`src/design/sorted_key_value_table_top_defines.svh`:
```
// assertion macros for the sorted key-value table
`ifndef SORTED_KEY_VALUE_TABLE_TOP_DEFINES_SVH
`define SORTED_KEY_VALUE_TABLE_TOP_DEFINES_SVH
`ifndef ASSERT_OFF
`define SKVT_ASSERT_IMPLIES(label, clk, rst, cond, prop) \
   label: assert property (@(posedge clk) disable iff (rst) (cond) |-> (prop)) \
      else $error("skvt assertion failed");
`define SKVT_ASSERT_NEXT(label, clk, rst, cond, prop) \
   label: assert property (@(posedge clk) disable iff (rst) (cond) |=> (prop)) \
      else $error("skvt assertion failed");
`else
`define SKVT_ASSERT_IMPLIES(label, clk, rst, cond, prop)
`define SKVT_ASSERT_NEXT(label, clk, rst, cond, prop)
`endif
`endif

```
`src/design/skvt_pkg.sv`:
```
// shared types and constants of the sorted key-value table
package skvt_pkg;
   localparam int OP_BITS = 2;
   localparam int KEY_FIELD_BITS = 32;
   localparam int VALUE_FIELD_BITS = 32;
   localparam int POS_BITS = 7;

   typedef enum logic [OP_BITS-1:0] {
      OP_SET = 2'd0,
      OP_GET = 2'd1,
      OP_DELETE = 2'd2
   } skvt_op_type;

   typedef enum logic [1:0] {
      ST_IDLE,
      ST_COMPARE,
      ST_APPLY
   } skvt_state_type;

   typedef struct packed {
      logic compare;
      logic insert;
      logic remove;
      logic overwrite;
   } skvt_cell_ctrl_type;
endpackage

```
`src/design/skvt_cell.sv`:
```
// one table slot: holds a key and value, compares and shifts with its neighbors
module skvt_cell #(
   parameter int KEY_BITS = 32,
   parameter int VALUE_BITS = 32,
   parameter int CNT_W = 7,
   parameter int INDEX = 0
) (
   input  logic clock,
   input  logic reset,
   input  skvt_pkg::skvt_cell_ctrl_type ctrl,
   input  logic [CNT_W-1:0] entry_count,
   input  logic [KEY_BITS-1:0] new_key,
   input  logic [VALUE_BITS-1:0] new_value,
   input  logic [KEY_BITS-1:0] left_key,
   input  logic [VALUE_BITS-1:0] left_value,
   input  logic [KEY_BITS-1:0] right_key,
   input  logic [VALUE_BITS-1:0] right_value,
   input  logic left_lt,
   output logic [KEY_BITS-1:0] key,
   output logic [VALUE_BITS-1:0] value,
   output logic lt,
   output logic eq
);
   import skvt_pkg::*;

   logic [KEY_BITS-1:0] key_ff, key_in;
   logic [VALUE_BITS-1:0] value_ff, value_in;
   logic lt_ff, eq_ff;
   logic occupied;

   assign occupied = CNT_W'(INDEX) < entry_count;

   always_comb begin
      key_in = key_ff;
      value_in = value_ff;
      if (ctrl.insert && !lt_ff) begin
         if (left_lt) begin
            key_in = new_key;
            value_in = new_value;
         end else begin
            key_in = left_key;
            value_in = left_value;
         end
      end else if (ctrl.remove && !lt_ff) begin
         key_in = right_key;
         value_in = right_value;
      end else if (ctrl.overwrite && eq_ff) begin
         value_in = new_value;
      end
   end

   always_ff @(posedge clock) begin
      key_ff <= key_in;
      value_ff <= value_in;
   end

   always_ff @(posedge clock) begin
      if (reset) begin
         lt_ff <= 1'b0;
         eq_ff <= 1'b0;
      end else if (ctrl.compare) begin
         lt_ff <= occupied && (key_ff < new_key);
         eq_ff <= occupied && (key_ff == new_key);
      end
   end

   assign key = key_ff;
   assign value = value_ff;
   assign lt = lt_ff;
   assign eq = eq_ff;
endmodule

```
`config.mk`:
```
export PLATFORM = sky130hd
export DESIGN_NAME = skvt_cell
export DESIGN_NICKNAME = d
export VERILOG_FILES = /design/src/design/sorted_key_value_table_top_defines.svh /design/src/design/skvt_pkg.sv /design/src/design/skvt_cell.sv
export SDC_FILE = /design/constraint.sdc
export NUM_CORES = 1
export LEC_CHECK = 0
export BUFFER_PORTS_ARGS = -buffer_cell sky130_fd_sc_hd__clkbuf_2
export CAP_MARGIN = 25
export CORE_MARGIN = 4
export CORE_UTILIZATION = 42
export CTS_CLUSTER_SIZE = 16
export DETAILED_ROUTE_END_ITERATION = 12
export GPL_ROUTABILITY_DRIVEN = 1
export PLACE_DENSITY = 0.83
export SKIP_CTS_REPAIR_TIMING = 1
export SLEW_MARGIN = 20
export SYNTH_ARGS = -nofsm -noshare
export SYNTH_HDL_FRONTEND = slang
export SYNTH_SLANG_ARGS = --single-unit
```
`constraint.sdc`:
```
create_clock -name clock -period 3.9 [get_ports clock]
set_input_delay 0.78 -clock clock [delete_from_list [all_inputs] [get_ports clock]]
set_output_delay 0.78 -clock clock [all_outputs]
set_load 0.005 [all_outputs]
```
=== Word-level counts from Yosys, hierarchy flattened ===
Index checks and enable logic that the tools add are counted.

* Flip-flop bits (word level): 66
* Input port bits: 206
* Output and inout port bits: 66
* Word-level logic and storage cells: 22

* Magnitude comparators: 2
* Equal/unequal tests: 1
* Multiplexer cells: 7
* Reduce and logical (&&, ||, !) cells: 8

{| class="wikitable"
|+ Operator list
! kind !! number
|-
| two-way mux 32 bit || 7
|-
| equality test 32 bit || 1
|-
| less-than comparator 32 bit || 1
|-
| less-than comparator 1 x 7 -> 1 bit (first input constant) || 1
|-
| logical AND 1 bit || 5
|-
| nonzero test 3 bit || 1
|-
| nonzero test 2 bit || 1
|-
| zero test 1 bit || 1
|}

=== Logic depth before layout (Yosys ltp) ===
* Depth after elaboration: 4
* Mapped depth: 7

=== Least setup slack after synthesis ===
Ideal clock, no wire load.

* Path kind: in2reg
* Start point: input ctrl[2] (netlist bit)
* End point: register value_ff[0] (netlist: value[0]), enable pin
* Arrival time: 3,043 ps
* Data required time: 3,512 ps
* Slack: 469 ps
* Stages: 3
* Path through: nor2_1 > nor2_1 > a21o_1

* Word-level cells in the longest chain between the ends: 2

{| class="wikitable"
|+ RTL lines
! element !! line !! source
|-
| start, declared || skvt_cell.sv:10 || <nowiki>input skvt_pkg::skvt_cell_ctrl_type ctrl,</nowiki>
|-
| logical AND 1 bit || skvt_cell.sv:36 || <nowiki>if (ctrl.insert && !lt_ff) begin</nowiki>
|-
| nonzero test 3 bit (no line) || n/a ||
|-
| end signal, assigned || skvt_cell.sv:54 || <nowiki>value_ff <= value_in;</nowiki>
|-
| end, declared || skvt_cell.sv:27 || <nowiki>logic [VALUE_BITS-1:0] value_ff, value_in;</nowiki>
|}

No other way between the ends.
A chain may end at the register's enable or synchronous reset.

=== Final worst setup path ===
* Start point: register lt_ff (netlist: lt)
* End point: register value_ff[0] (netlist: value[0]) (data pin)

* Word-level cells in the longest chain between the ends: 4
* Elaborated cells on any way between the ends: 5
* Those cells by class: mux (2); reduce/logical (3)

{| class="wikitable"
|+ RTL lines
! element !! line !! source
|-
| start, declared || skvt_cell.sv:28 || <nowiki>logic lt_ff, eq_ff;</nowiki>
|-
| start signal, assigned || skvt_cell.sv:62 || <nowiki>lt_ff <= occupied && (key_ff < new_key);</nowiki>
|-
| zero test 1 bit * || skvt_cell.sv:36, skvt_cell.sv:44 ||
|-
| logical AND 1 bit || skvt_cell.sv:44 || <nowiki>end else if (ctrl.remove && !lt_ff) begin</nowiki>
|-
| two-way mux 32 bit || skvt_cell.sv:44 ||
|-
| two-way mux 32 bit * || skvt_cell.sv:36 ||
|-
| via value_in[0] || skvt_cell.sv:27 ||
|}

The timed path passes the listed nets; every way through them passes the cells marked *.

==> results <==
- Of the available clock period, the critical path in the final layout requires 57.0%.
- For this run, the detailed router's first-pass iteration total came to 9.
- The post-synthesis cell area is 3990 um2.
- The type of the worst setup path is reg -> reg.
- The initial standard-cell utilization of the core is between 40% and 50%.
- The worst min-delay path category is reg -> reg.
- The startpoint of the most critical hold path is eq$_SDFFE_PP0P_.
- The count of warnings emitted by yosys is 0.
- The headroom to the max-slew limit is about 57%.
- The growth of design area from synthesis to finish is 43.2%.
- The proportion of netlist area held by the largest area contributor is about half.
- The number of maximum-capacitance violations is 0.
- The average detailed-routed wire length per instance is 17.3 um.
- STA classifies the critical path startpoint as a flip-flop.
- The first-pass GRT wire length is roughly 20,000 um.
- The via count of the first global-routing pass was between 4,000 and 5,000.
- In the synthesized netlist, the cells that appear most often are sky130_fd_sc_hd__inv_1 (65), sky130_fd_sc_hd__edfxtp_1 (64), sky130_fd_sc_hd__nand2_1 (38), sky130_fd_sc_hd__o21ai_0 (35).
- The count of flip-flops with a built-in enable after synthesis is 64.
- In this run the power spent charging and discharging nets is ~0.64 mW.
- The synthesis-stage register bit count is 66.
- Setup repair after global routing left no endpoint under its margin.
- The depth of the most critical reg-to-reg path is 5.
- The total grt overflow is 0.
- At the worst endpoint, the arrival time is roughly 2.3 ns.
- For this design the top-level I/O count stands at roughly 270.
- After routing, the total negative slack on setup checks comes to 0 ns.
- CTS placed an instance of sky130_fd_sc_hd__clkbuf_8 at the clock tree root.
- The synthesized instance count is roughly 370.
- The internal portion of the total power is ~1.5 mW.
- TritonCTS built the clock tree.
- Derived from the worst setup path, the maximum achievable clock frequency is ~450 MHz.
- The final count of pins violating max slew came to 0.
- The power density relative to cell area is between 300 and 400 nW/um2.
- The minimum period implied by the final worst setup slack is 2.22 ns.
- The endpoint identified for the worst register-to-register timing path is value[0]$_DFFE_PP_.
- Setup violations remaining at the end of the flow were counted as 0.
- By area the synthesized netlist is led by sky130_fd_sc_hd__edfxtp_1 (48%), sky130_fd_sc_hd__ha_1 (10%), sky130_fd_sc_hd__a222oi_1 (8.0%).
- The standby leakage power is just over 3 nW.
- The die boundary height is between 100 and 150 um.
- The maximum fanout encountered on the critical timing path is 35.
- The worst setup path is captured at a flip-flop.
- The area enclosed by the die boundary is around 11,000 um2.
- The reg-to-reg startpoint is lt$_SDFFE_PP0P_.
- The share of flip-flops with an asynchronous set or reset after synthesis is 0%.
- Of the total power, combinational logic draws between 20% and 30%.
- After detailed routing, the total wire length is around 13,000 um.
- The HPWL after detailed placement is ~11,000 um.
- Across all register-to-register paths, the minimum setup slack is 1.68 ns.
- The part of the total power dissipated in the clock network is approximately 30%.
- The transition time at the pin with the least slew margin is ~0.65 ns.
- Summing over every cut layer, the via total after detailed routing is slightly above 4,000.
- The final worst clock skew is 0.0183 ns.
- After the first detailed-routing iteration, the DRC count stood at 342.
- The tree built by TritonCTS fans out to 66 sinks.
- The core region is a little over 9000 um2.
- The proportion of power drawn by flip-flops and latches is 43.9%.
- The clock passes through at most 2 buffers.
- For this run, design rule violations remaining after detail routing come to 0.
- The routability congestion estimate is slightly above 0.9.
- IR analysis of the VDD net gives a maximum drop of ~0.22 mV.
- The remaining number of nets flagged by the antenna check after routing is 0.
- The clock latency reported for the late side of the worst-skew pair is about 0.34 ns.
- The average instance in the mapped netlist occupies approximately 11 um2.
- The most common cell in the synthesized netlist is sky130_fd_sc_hd__inv_1.
- The flow ran to the end, and the final reports show no timing, DRC or antenna violations.
- The fraction of layout cells with a size suffix above 1 is between 40% and 50%.
- STA puts the critical path data required time at between 3 and 4 ns.
- Of the total power, the share spent switching nets is approximately 29%.
- The sequential area share after synthesis is about half.
- The clock transition at the registers of the reported paths is 0.08 ns.
- Along the worst hold path, the cell count comes to 2.
- Global routing used about 23% of the available tracks across all layers.
- The die outline width is ~110 um.
- The count of final hold-check violations is 0.
- Entering global routing, the biggest net connects 36 pins.
- The count of buffers inserted at the top-level ports is between 200 and 300.
- The number of nets in the synthesized netlist is between 600 and 700.
- For hold timing, the worst endpoint is eq$_SDFFE_PP0P_.
- The via-per-instance ratio is approximately 5.3.
- 0 antenna diodes ended up in the layout.
- Summing internal, switching and leakage power gives between 2 and 2.5 mW.
- The initial antenna violation count is 0.
- Counting distinct cell types in the post-synthesis netlist gives 32.
- The total CTS buffers is 9.
- The floorplan has 35 rows.
- The clock tree synthesis step divided the H-tree into 3 levels.
- The biggest area contributor in the post-synthesis netlist is sky130_fd_sc_hd__edfxtp_1.
- The most used flip-flop cell after synthesis is sky130_fd_sc_hd__edfxtp_1.
- For this run, the post-layout net count is a little under 900.
==> layer usage <==
| metal | up-vias | GRT usage (%) | routed length [um] |
|---|---|---|---|
| met5 | - | 0 | 0 |
| met4 | 0 | 8.05 | 320 |
| met3 | 28 | 5.94 | 1030 |
| met2 | 220 | 42.2 | 7160 |
| met1 | 1902 | 25.9 | 4930 |
| li1 | 1944 | - | - |
==> logic make-up (layout without fill, tap and decap cells) <==
group,after synthesis,count (layout),share of synthesized area [%]
AO/OA/AOI/OAI,93,93,17.1
flip-flops,66,66,49.1
multiplexers,32,32,8.02
buffers and inverters,85,359,8.30
adder cells (fa/ha/maj),32,32,10.0
AND/OR/NAND/NOR,65,65,7.36
==> flip-flops by register name, indices dropped and copies added (netlist names) <==
signal  count
value      32
key        32
eq          1
lt          1
==> power groups by stage <==
stage	Combinational (mW)	Sequential, mW	Clock, mW
after detailed placement	0.577	0.979	0
after global routing	0.641	0.973	0.701
final	0.577	0.963	0.650
after CTS	0.580	0.964	0.669
after floorplan	0.263	0.982	0
after global placement	0.555	0.973	0
==> layout by cell type, fill, tap and decap left out, types with 3 or more instances in the layout <==
master / instances
sky130_fd_sc_hd__edfxtp_1: 64
sky130_fd_sc_hd__a222oi_1: 32
sky130_fd_sc_hd__inv_1: 65
sky130_fd_sc_hd__nand4_1: 7
sky130_fd_sc_hd__o21ai_0: 35
sky130_fd_sc_hd__buf_4: 7
sky130_fd_sc_hd__nor2_1: 5
sky130_fd_sc_hd__clkbuf_2: 271
sky130_fd_sc_hd__ha_1: 32
sky130_fd_sc_hd__nand3_1: 3
sky130_fd_sc_hd__nand2_1: 38
sky130_fd_sc_hd__clkbuf_8: 9
sky130_fd_sc_hd__mux2i_1: 32
sky130_fd_sc_hd__a21oi_1: 11
==> cell type report <==
type	instances	area (um2)
Clock inverter	7	100
Tap cell	129	161
Sequential cell	66	1960
Timing Repair Buffer	278	1410
Clock buffer	9	124
Multi-Input combinational cell	222	1720
Fill cell	757	3520
Inverter	65	244
==> worst max path at each step <==
stage | startpoint | endpoint | slack, ns | cells after the start
global placement | ctrl[2] | value[0]$_DFFE_PP_ | 1.45 | 6
global route | lt$_SDFFE_PP0P_ | value[0]$_DFFE_PP_ | 1.53 | 5
floorplan | ctrl[2] | value[0]$_DFFE_PP_ | 0.47 | 3
CTS | lt$_SDFFE_PP0P_ | value[0]$_DFFE_PP_ | 1.68 | 5
finish | lt$_SDFFE_PP0P_ | value[0]$_DFFE_PP_ | 1.68 | 5
detailed placement | ctrl[2] | value[0]$_DFFE_PP_ | 1.44 | 6
==> metrics by stage <==
stage          util [%]  area, um2  hold slack (ns)  setup WS (ns)  cells
6_report           61.9       5720            0.515           1.68    776
3_3_place_gp       59.4       5490            0.491           1.45    760
3_5_place_dp       59.4       5490            0.507           1.44    760
2_1_floorplan         -       3990            0.469          0.469    373
5_1_grt            61.9       5720            0.537           1.53    776
4_1_cts            61.9       5720            0.520           1.68    776
==> worst max-delay path, cell delays in order (launching register included) <==
cell	delay [ns]
sky130_fd_sc_hd__dfxtp_1	0.53
sky130_fd_sc_hd__nand2b_2	0.59
sky130_fd_sc_hd__o21ai_2	0.07
sky130_fd_sc_hd__buf_4	0.25
sky130_fd_sc_hd__a222oi_1	0.44
sky130_fd_sc_hd__inv_1	0.09
Power figures use the tool's default switching activity.
